<file path="src/sv/dcp_pkg.sv">
`timescale 1ns / 1ps
// shared types, constants and field widths for the directory compaction planner
// no dependencies
package dcp_pkg;

	localparam int MAX_ENTRIES = 128;

	localparam int ADDR_W  = 16;
	localparam int COUNT_W = 8;
	localparam int BYTE_W  = 8;
	localparam int FREE_W  = 16;
	localparam int SLOT_W  = 8;

	// stream widths, fields packed from bit 0 and tdata padded to whole bytes
	localparam int IN_TDATA_W  = 24;
	localparam int IN_TUSER_W  = 8;
	localparam int OUT_FIELD_W = 65;
	localparam int OUT_TDATA_W = 72;
	localparam int OUT_TUSER_W = 1;

	localparam logic [ADDR_W-1:0] START_ADDRESS = 16'h0100;

	// first byte codes of a directory entry
	localparam logic [BYTE_W-1:0] FB_END     = 8'h00;
	localparam logic [BYTE_W-1:0] FB_DELETED = 8'h01;

	// result kinds
	localparam logic KIND_MOVE    = 1'b0;
	localparam logic KIND_SUMMARY = 1'b1;

	localparam logic [SLOT_W-1:0] SLOT_MAX = SLOT_W'(MAX_ENTRIES);

	typedef struct packed {
		logic [ADDR_W-1:0] next_free;
		logic [FREE_W-1:0] free_total;
		logic [SLOT_W-1:0] live_count;
		logic              idle;
	} plan_state_t;

	typedef struct packed {
		logic               kind;
		logic [ADDR_W-1:0]  source_address;
		logic [ADDR_W-1:0]  dest_address;
		logic [COUNT_W-1:0] move_count;
		logic [SLOT_W-1:0]  slot_index;
		logic               needs_copy;
		logic [FREE_W-1:0]  free_sectors;
	} plan_result_t;

endpackage

</file>
<file path="src/sv/dcp_plan.sv">
`timescale 1ns / 1ps
// next-state and result logic for one directory entry
// depends on dcp_pkg
module dcp_plan (
	input  dcp_pkg::plan_state_t               state,
	input  logic [dcp_pkg::FREE_W-1:0]         init_free,
	input  logic [dcp_pkg::BYTE_W-1:0]         entry_first_byte,
	input  logic [dcp_pkg::COUNT_W-1:0]        sector_count,
	input  logic [dcp_pkg::ADDR_W-1:0]         start_address,
	output dcp_pkg::plan_state_t               next_state,
	output dcp_pkg::plan_result_t              result,
	output logic                               result_valid
);
	import dcp_pkg::*;

	logic [11:0] lin_sum;
	logic [ADDR_W-1:0] advanced;

	// linear sector number: track * 16 + sector, then split back
	assign lin_sum  = {state.next_free[15:8], state.next_free[3:0]} + 12'(sector_count);
	assign advanced = {lin_sum[11:4], 4'h0, lin_sum[3:0]};

	always_comb begin
		next_state   = state;
		result       = '0;
		result_valid = 1'b0;
		case (entry_first_byte)
			FB_END: begin
				result.kind         = KIND_SUMMARY;
				result.dest_address = state.next_free;
				result.slot_index   = state.live_count;
				result.free_sectors = state.free_total;
				result_valid        = 1'b1;
				next_state.next_free  = START_ADDRESS;
				next_state.free_total = init_free;
				next_state.live_count = '0;
				next_state.idle       = 1'b1;
			end
			FB_DELETED: begin
				next_state.free_total = state.free_total + FREE_W'(sector_count);
				next_state.idle       = 1'b0;
			end
			default: begin
				result.kind           = KIND_MOVE;
				result.source_address = start_address;
				result.dest_address   = state.next_free;
				result.move_count     = sector_count;
				result.slot_index     = state.live_count;
				result.needs_copy     = (start_address != state.next_free);
				result.free_sectors   = state.free_total;
				result_valid          = 1'b1;
				next_state.next_free  = advanced;
				next_state.idle       = 1'b0;
				if (state.live_count < SLOT_MAX) begin
					next_state.live_count = state.live_count + 1'b1;
				end
			end
		endcase
	end

endmodule

</file>
<file path="src/sv/directory_compaction_planner_core.sv">
`timescale 1ns / 1ps
// top level of the directory compaction planner: state registers and output skid buffer
// depends on dcp_pkg and dcp_plan
//
// usage:
//   the slave stream takes one directory entry per item: tuser holds the first byte,
//   tdata the sector count and start address. a first byte of 0 ends the directory
//   and yields a summary item, 1 marks a deleted file (no item out, its sectors go
//   to the free total), anything else is a live file and yields a move item.
//   the master stream carries results; tuser is the kind (0 move, 1 summary).
//   the config port loads the initial free sector count; while no pass is under way
//   it also loads the running free total.
// processing and throughput:
//   an item is processed in the cycle it is accepted; its result is registered in the
//   output register, or in the skid register while the output register is held.
//   one item per cycle is accepted while the skid register is empty.
// stall behavior:
//   an output register plus a one-deep skid register let an item be accepted while
//   a result still waits. s_axis_tready is low only while the skid register is full.
// reset:
//   next free address returns to track 1 sector 0, free total and config to 0,
//   live count to 0, both output registers empty.
module directory_compaction_planner_core (
	input  logic                               clk,
	input  logic                               arst_n,
	input  logic                               cfg_wen,
	input  logic [dcp_pkg::FREE_W-1:0]         cfg_wdata,
	input  logic                               s_axis_tvalid,
	output logic                               s_axis_tready,
	// sector_count [7:0], start_address [23:8]
	input  logic [dcp_pkg::IN_TDATA_W-1:0]     s_axis_tdata,
	// entry_first_byte [7:0]
	input  logic [dcp_pkg::IN_TUSER_W-1:0]     s_axis_tuser,
	output logic                               m_axis_tvalid,
	input  logic                               m_axis_tready,
	// source_address [15:0], dest_address [31:16], move_count [39:32],
	// slot_index [47:40], needs_copy [48], free_sectors [64:49], zeros [71:65]
	output logic [dcp_pkg::OUT_TDATA_W-1:0]    m_axis_tdata,
	// result_kind [0]
	output logic [dcp_pkg::OUT_TUSER_W-1:0]    m_axis_tuser
);
	import dcp_pkg::*;

	plan_state_t  state_q;
	plan_state_t  next_state;
	plan_result_t result;
	logic         result_valid;
	logic [FREE_W-1:0] init_free_q;

	plan_result_t out_s1;
	logic         out_v_s1;
	plan_result_t skid_q;
	logic         skid_v_q;

	logic in_take;
	logic out_take;
	logic new_res;

	assign s_axis_tready = !skid_v_q;
	assign in_take  = s_axis_tvalid && s_axis_tready;
	assign out_take = out_v_s1 && m_axis_tready;
	assign new_res  = in_take && result_valid;

	dcp_plan u_plan (
		.state            (state_q),
		.init_free        (init_free_q),
		.entry_first_byte (s_axis_tuser[BYTE_W-1:0]),
		.sector_count     (s_axis_tdata[COUNT_W-1:0]),
		.start_address    (s_axis_tdata[COUNT_W+ADDR_W-1:COUNT_W]),
		.next_state       (next_state),
		.result           (result),
		.result_valid     (result_valid)
	);

	// directory pass state and config register
	always_ff @(posedge clk or negedge arst_n) begin
		if (!arst_n) begin
			state_q.next_free  <= START_ADDRESS;
			state_q.free_total <= '0;
			state_q.live_count <= '0;
			state_q.idle       <= 1'b1;
			init_free_q        <= '0;
		end else begin
			if (in_take) begin
				state_q <= next_state;
			end else if (cfg_wen && state_q.idle) begin
				// free total follows the register only between passes
				state_q.free_total <= cfg_wdata;
			end
			if (cfg_wen) begin
				init_free_q <= cfg_wdata;
			end
		end
	end

	// valid bits of output and skid registers
	always_ff @(posedge clk or negedge arst_n) begin
		if (!arst_n) begin
			out_v_s1 <= 1'b0;
			skid_v_q <= 1'b0;
		end else if (skid_v_q) begin
			// input is held off; drain skid into the output slot
			if (out_take) begin
				skid_v_q <= 1'b0;
			end
		end else if (!out_v_s1 || out_take) begin
			out_v_s1 <= new_res;
		end else if (new_res) begin
			skid_v_q <= 1'b1;
		end
	end

	// payload, no reset needed
	always_ff @(posedge clk) begin
		if (skid_v_q) begin
			if (out_take) begin
				out_s1 <= skid_q;
			end
		end else if (!out_v_s1 || out_take) begin
			if (new_res) begin
				out_s1 <= result;
			end
		end else if (new_res) begin
			skid_q <= result;
		end
	end

	assign m_axis_tvalid = out_v_s1;
	assign m_axis_tuser  = out_s1.kind;
	assign m_axis_tdata  = {{(OUT_TDATA_W-OUT_FIELD_W){1'b0}},
		out_s1.free_sectors, out_s1.needs_copy, out_s1.slot_index,
		out_s1.move_count, out_s1.dest_address, out_s1.source_address};

endmodule
</file>
<file path="config.mk">
export PLATFORM = sky130hd
export DESIGN_NAME = directory_compaction_planner_core
export DESIGN_NICKNAME = d
export VERILOG_FILES = /design/src/sv/dcp_pkg.sv /design/src/sv/dcp_plan.sv /design/src/sv/directory_compaction_planner_core.sv
export SDC_FILE = /design/constraint.sdc
export NUM_CORES = 1
export LEC_CHECK = 0
export BUFFER_PORTS_ARGS = -buffer_cell sky130_fd_sc_hd__buf_2
export CAP_MARGIN = 10
export CORE_ASPECT_RATIO = 1.5
export CORE_MARGIN = 4
export CORE_UTILIZATION = 56
export CTS_BUF_LIST = sky130_fd_sc_hd__clkbuf_4 sky130_fd_sc_hd__clkbuf_8
export CTS_CLUSTER_SIZE = 24
export DETAILED_ROUTE_END_ITERATION = 7
export GPL_ROUTABILITY_DRIVEN = 0
export PLACE_DENSITY = 0.85
export SYNTH_ARGS = -nofsm -noshare
export SYNTH_HDL_FRONTEND = slang
export SYNTH_SLANG_ARGS = --single-unit
</file>
<file path="constraint.sdc">
create_clock -name clk -period 5.5 [get_ports clk]
set_input_delay 0.275 -clock clk [delete_from_list [all_inputs] [get_ports clk]]
set_output_delay 0.275 -clock clk [all_outputs]
set_load 0.01 [all_outputs]
</file>
==> impl_metrics.tcl, run 1 <==
set metrics [dict create \
    status "finished, final reports clean" \
    dr.pass1.iters 5 \
    yosysWarnings 0 \
    initial_core_util 0.576 \
    relSlewSlack 0.342 \
    fin_tns_setup_ns 0 \
    layout_commonest_cell "edfxtp_1" \
    synth_area_sq_um 8480 \
    top_layer_used "met4" \
    ff_latch_area_sq_um 5100 \
    worst_pin_slew_ns 0.985 \
    cap_viol_max_count 0 \
    drive_above_1_share 0.321 \
    stdcell_count 974 \
    drt-initial-drc-count 400 \
    multi_input_area_sq_um 3190 \
    fill_cells 1112 \
    clockRootBuffer "clkbuf_8" \
    wl_met1_microns 7210 \
    clock_tree.buffer_depth 2 \
    synth_flop_cell "edfxtp_1" \
    worst-r2r-setup-slack_ns 2.24 \
    ys_seq_elements 179 \
    cp_max_fo 36 \
    fin_crit_ns 3.26 \
    cp.arrival_ns 3.37 \
    rsz0062_at_grt "no" \
    setup_viol 0 \
    wl_met3_microns 1380 \
    antenna_found_initial 0 \
    postSynthCellCount 651 \
    critical_path_required_ns 5.61 \
    min_period_over_period 0.594 \
    cts_buffers 17 \
    synth.area.top_cells "edfxtp_1 (44%), dfrtp_1 (16%), mux2_2 (10%), and2_1 (4.6%), ha_1 (2.5%)" \
    io_pins 128 \
    synth_top_cell_area_share 0.439 \
    grt_pass1_wl_microns 31100 \
    clkLatencyLatePin_ns 0.46 \
    grt-ovfl-total 0 \
    htreeDepth 4 \
    die_w_microns 108 \
    core_area_sq_um 14700 \
    leakage_uw 0.00385 \
    cp-end-kind "register" \
    wl_met2_microns 9800 \
    hpwlAfterDp_microns 13600 \
    syn_avg_cell_area_sq_um 13.0 \
    startpoint_type "register" \
    fp.dieH_microns 159 \
    critPathKind "reg -> reg" \
    hold_ws_ns 0.0483 \
    drv_slew 0 \
    numPortBuffers 116 \
    area_delta_synth_final_pct 13.4 \
    yosysUniqueCellTypes 61 \
    clock_skew_ns 0.0136 \
    wl_microns 19300 \
    vdd.ir_drop.worst_uv 216 \
    grtUsageTotal 0.231 \
    dieArea_sq_um 17200 \
    seq_area_frac_synth 0.601 \
    drc 0 \
    rows 54 \
    grt_pass1_vias 5866 \
    fmax_mhz 306 \
    vias 5818 \
    layout_common_cells "edfxtp_1 (124), buf_2 (116), mux2_2 (79), and2_1 (62), dfrtp_1 (53)" \
    path_clk_slew_ns 0.09 \
    p_per_area_nw_per_um2 466 \
    wire_per_inst_microns 19.8 \
    viasPerCell 5.97 \
    synth_edf_count 124 \
    grt_max_degree 62 \
    synth-async-reset-ratio 0.307 \
    synth_top_area_cell "edfxtp_1" \
    fin_nets 837 \
    ant_nets 0 \
    cts_tree "yes" \
    cts.sinks 179 \
    dp_cells 941 \
    hold_path.class "in -> reg" \
    hold_viol 0 \
    diodes 0 \
]
-- through the flow --
stage	setup WS (ns)	util	instance area, sq um	total power, uW
3_5_place_dp	2.30	0.624	9190	3570
4_1_cts	2.25	0.653	9620	4490
6_report	2.24	0.653	9620	4490
3_3_place_gp	2.46	0.624	9190	3490
2_1_floorplan	0.843	-	8520	3100
5_1_grt	1.99	0.653	9620	4720
-- what timing repair did --
item                                    4_1_cts  5_1_grt
buffers inserted                              0        0
endpoints found under the setup margin        0        0
resized for setup                             0        0
endpoints found under the hold margin        53        0
hold buffers                                  1        0
-- flip-flops by register name, indices dropped and copies added, names as in the netlist --
name           count
m_axis_tvalid      1
init_free_q       16
state_q           37
skid_v_q           1
m_axis_tuser       1
skid_q            62
m_axis_tdata      61
-- critical path: stages (launching register included) --
cell and delay, ns:
dfrtp_1 0.51, nand2b_4 0.35, a31oi_2 0.56, a21oi_1 0.16
a21oi_4 0.74, buf_4 0.56
-- report_power, final --
group          internal, uW  switching [uW]  leakage [uW]  total [uW]
clock network           392             536      0.000214         928
registers              1920             219       0.00185        2140
logic                   622             801       0.00179        1420
-- path summary, 6_finish.rpt --
| path | to | depth (start not counted) | start |
|---|---|---|---|
| min in group asynchronous | init_free_q[10]$_DFFE_PN0P_ | 3 | arst_n |
| min | skid_v_q$_DFF_PN0_ | 2 | m_axis_tready |
| max reg2reg | m_axis_tdata[61]$_DFFE_PP_ | 5 | skid_v_q$_DFF_PN0_ |
| max in group asynchronous | state_q[6]$_DFFE_PN0P_ | 3 | arst_n |
| max | m_axis_tdata[61]$_DFFE_PP_ | 5 | skid_v_q$_DFF_PN0_ |
| min reg2reg | state_q[0]$_DFFE_PN1P_ | 2 | state_q[0]$_DFFE_PN1P_ |
-- per-layer routing --
layer | up-vias | GRT usage
met5 | - | 0
met4 | 0 | 0.109
met3 | 67 | 0.0357
met2 | 330 | 0.386
met1 | 2810 | 0.292
li1 | 2611 | -
-- layout make-up --
type,instances,share of cell area
clock inverter,15,0.0193
sequential,179,0.530
clock buffer,17,0.0243
tap,196,0.0255
inverter,8,0.00312
timing repair buffer,122,0.0653
multi-input combinational,437,0.332
-- cell usage after synthesis (4+ instances only) --
master    count
and2_1       62
ha_1         17
a21oi_1      33
buf_4        12
o31ai_1       5
xnor2_1      14
nand4_1       4
and3_1        7
a211oi_1      8
nand2_1      36
o21ai_0      34
mux2_2       79
nand3_1      14
buf_2         6
nor3_1        7
o22ai_1       4
dfrtp_1      53
edfxtp_1    124
clkbuf_1     16
nor2_1       30
nor2b_1       4
xor2_1       14
inv_1         7
a21o_1        4
mux2i_1       4
-- cell families after synthesis --
| logic type | after synthesis | synth area share |
|---|---|---|
| mux | 83 | 0.110 |
| flops | 179 | 0.601 |
| buf+inv | 45 | 0.0279 |
| fa+ha+maj | 19 | 0.0298 |
| xor+xnor | 28 | 0.0289 |
| simple gates | 178 | 0.114 |
| compound gates | 118 | 0.0881 |
| other cells | 1 | 0.000442 |
(Power assumes the default switching activity.)
==> run 2: changes to the inputs <==
Settings changed: ABC_AREA from default to 1, PLACE_DENSITY 0.85 to 0.84.
Clock period 5.5 ns to 3.2 ns, I/O delays scaled along.
==> run 2 against run 1 <==
Routed wire length rose by 4.4%. Sequential power rose by 57%. Count of clock-buffer cells in the layout did not move. Worst hold slack improved by 0.021 ns. Critical path type unchanged. Power rose by 57%. Critical path depth rose by 1. Via count rose by 20%. Sequential share of layout area fell by 2.8 points. Cell area rose by 5.6%. Register-to-register slack got worse by 1.4 ns. Global-route usage fell by 0.40 points. Cell count rose by 35%.
==> impl_metrics.tcl, run 2 <==
set metrics [dict create \
    vdd.ir_drop.worst_uv 346 \
    clkLatencyLatePin_ns 0.48 \
    syn_avg_cell_area_sq_um 9.17 \
    layout_common_cells "nand2_1 (320), edfxtp_1 (124), buf_2 (116), inv_1 (108), nor2_1 (88)" \
    min_to "skid_q[50]$_DFFE_PP_" \
    ant_nets 0 \
    grt_pass1_wl_microns 32600 \
    dieArea_sq_um 18000 \
    clock_skew_ns 0.0126 \
    grtUsageTotal 0.227 \
    area_delta_synth_final_pct 14.4 \
    initial_core_util 0.568 \
    clockRootBuffer "clkbuf_8" \
    post_cts_buffers 0 \
    antenna_found_initial 0 \
    grt_pass1_vias 6888 \
    fp.dieH_microns 162 \
    cp.arrival_ns 2.46 \
    top_register "skid_q" \
    ff_latch_area_sq_um 5100 \
    synth_flop_cell "edfxtp_1" \
    rows 56 \
    p_per_area_nw_per_um2 694 \
    wire_per_inst_microns 15.3 \
    wl_microns 20100 \
    viasPerCell 5.31 \
    critPathKind "reg -> reg" \
    synth.area.top_cells "edfxtp_1 (42%), dfrtp_1 (15%), nand2_1 (14%), inv_1 (4.6%), nor2_1 (3.7%)" \
    dr.pass1.iters 5 \
    drc 0 \
    grt_max_degree 66 \
    synth_edf_count 124 \
    leakage_uw 0.00468 \
    yosysWarnings 0 \
    power_uw 7050 \
    cts_tree "yes" \
    multi_input_area_sq_um 3130 \
    rsz0062_at_grt "no" \
    io_pins 128 \
    ys_seq_elements 179 \
    synth_top_cell_area_share 0.419 \
    min_period_over_period 0.731 \
    worst-r2r-setup-slack_ns 0.86 \
    grt-ovfl-total 0 \
    worst_pin_slew_ns 0.742 \
    synth_top_area_cell "edfxtp_1" \
    cp-end-kind "register" \
    synth-async-reset-ratio 0.307 \
    drt-initial-drc-count 478 \
    hold_ws_ns 0.0694 \
    numPortBuffers 116 \
    yosysMostFrequentCell "nand2_1" \
    hold_path.class "in -> reg" \
    hpwlAfterDp_microns 14500 \
    die_w_microns 111 \
    setup_viol 0 \
    postSynthCellCount 968 \
    worstHoldStart "s_axis_tdata[9]" \
    cts_buffers 17 \
    cp_max_fo 37 \
    reg2reg_depth 6 \
    diodes 0 \
    synthTopCellsByCount "nand2_1 (320), edfxtp_1 (124), inv_1 (108), nor2_1 (88), dfrtp_1 (53)" \
    fill_cells 1264 \
    fin_crit_ns 2.34 \
    r2r_start "skid_v_q$_DFF_PN0_" \
    htreeDepth 4 \
    relSlewSlack 0.503 \
    hold_viol 0 \
    hold-path-cell-count 3 \
    synth_area_sq_um 8880 \
    path_clk_slew_ns 0.11 \
    drive_above_1_share 0.188 \
    core_area_sq_um 15600 \
    vias 6969 \
    fin_nets 1168 \
    drv_slew 0 \
    cts.sinks 179 \
    startpoint_type "register" \
    clock_tree.buffer_depth 2 \
    fin_tns_setup_ns 0 \
    critical_path_required_ns 3.32 \
    fmax_mhz 427 \
    yosysUniqueCellTypes 48 \
    seq_area_frac_synth 0.575 \
    largest_reg_flops 62 \
    status "finished, final reports clean" \
    r2r_end "m_axis_tdata[47]$_DFFE_PP_" \
    cap_viol_max_count 0 \
    layout_commonest_cell "nand2_1" \
]
-- run 2: cell types whose count changed in the layout (fill, tap and decap cells not counted), moves of 8 or more --
cell,change
nand2_1,+284
inv_1,+101
mux2_2,-78
and2_1,-60
nor2_1,+58
nand3_1,+28
dlygate4sd3_1,+16
a21oi_2,+10
xnor2_1,-9
a21oi_1,+8
xor2_1,-8
-- run 2: per-stage QoR --
| stage | setup slack, ns | utilization | area [sq um] | instances |
|---|---|---|---|---|
| 2_1_floorplan | 0.170 | - | 8930 | 978 |
| 3_3_place_gp | 0.984 | 0.613 | 9580 | 1263 |
| 3_5_place_dp | 0.893 | 0.613 | 9580 | 1263 |
| 4_1_cts | 0.866 | 0.650 | 10200 | 1312 |
| 5_1_grt | 0.734 | 0.650 | 10200 | 1312 |
| 6_report | 0.859 | 0.650 | 10200 | 1312 |
-- run 2: kinds of logic after synthesis --
logic type / synth area share
mux: 0.00127
fa+ha+maj: 0.0285
buf+inv: 0.0792
xor+xnor: 0.0109
flops: 0.575
other cells: 0.000422
compound gates: 0.0785
simple gates: 0.226
-- run 2: repair_timing --
item / in CTS / in global routing
resized for setup: 0 / 0
hold buffers: 17 / 0
hold endpoints to repair: 50 / 0
-- run 2: report_power, final --
part           internal [uW]  switching (uW)
registers               3100             251
logic                    745            1410
clock network            591             944
total                   4440            2610
-- run 2: worst max path at each step --
stage                                  to  slack, ns          startpoint  depth (start not counted)
4_1_cts        m_axis_tdata[47]$_DFFE_PP_       0.87  skid_v_q$_DFF_PN0_                          6
3_5_place_dp   m_axis_tdata[47]$_DFFE_PP_       0.89  skid_v_q$_DFF_PN0_                          6
3_3_place_gp   m_axis_tdata[30]$_DFFE_PP_       0.98  skid_v_q$_DFF_PN0_                          6
5_1_grt         m_axis_tdata[8]$_DFFE_PP_       0.73  skid_v_q$_DFF_PN0_                          6
6_report       m_axis_tdata[47]$_DFFE_PP_       0.86  skid_v_q$_DFF_PN0_                          6
2_1_floorplan   m_axis_tdata[0]$_DFFE_PP_       0.17  skid_v_q$_DFF_PN0_                          6
-- run 2: per-layer routing --
layer | vias up | track usage | wire length [microns]
met5 | - | 0 | 0
met4 | 0 | 0.0958 | 618
met3 | 52 | 0.0440 | 1300
met2 | 279 | 0.415 | 10700
met1 | 3266 | 0.260 | 7510
li1 | 3372 | - | -
-- run 2: critical path: stages, from the launching register on --
cell and delay, ns:
dfrtp_2 0.42, inv_2 0.06, nand2_2 0.40, inv_2 0.31
nand2_4 0.18, a21boi_4 0.18, buf_4 0.40
-- run 2: layout make-up --
| cell class | count | share of cell area |
|---|---|---|
| well taps | 203 | 0.0250 |
| multi-input cells | 640 | 0.308 |
| flip-flops and latches | 179 | 0.503 |
| clock inverters | 15 | 0.0166 |
| repair buffers | 142 | 0.0806 |
| clock buffers | 17 | 0.0230 |
| inverters | 116 | 0.0436 |
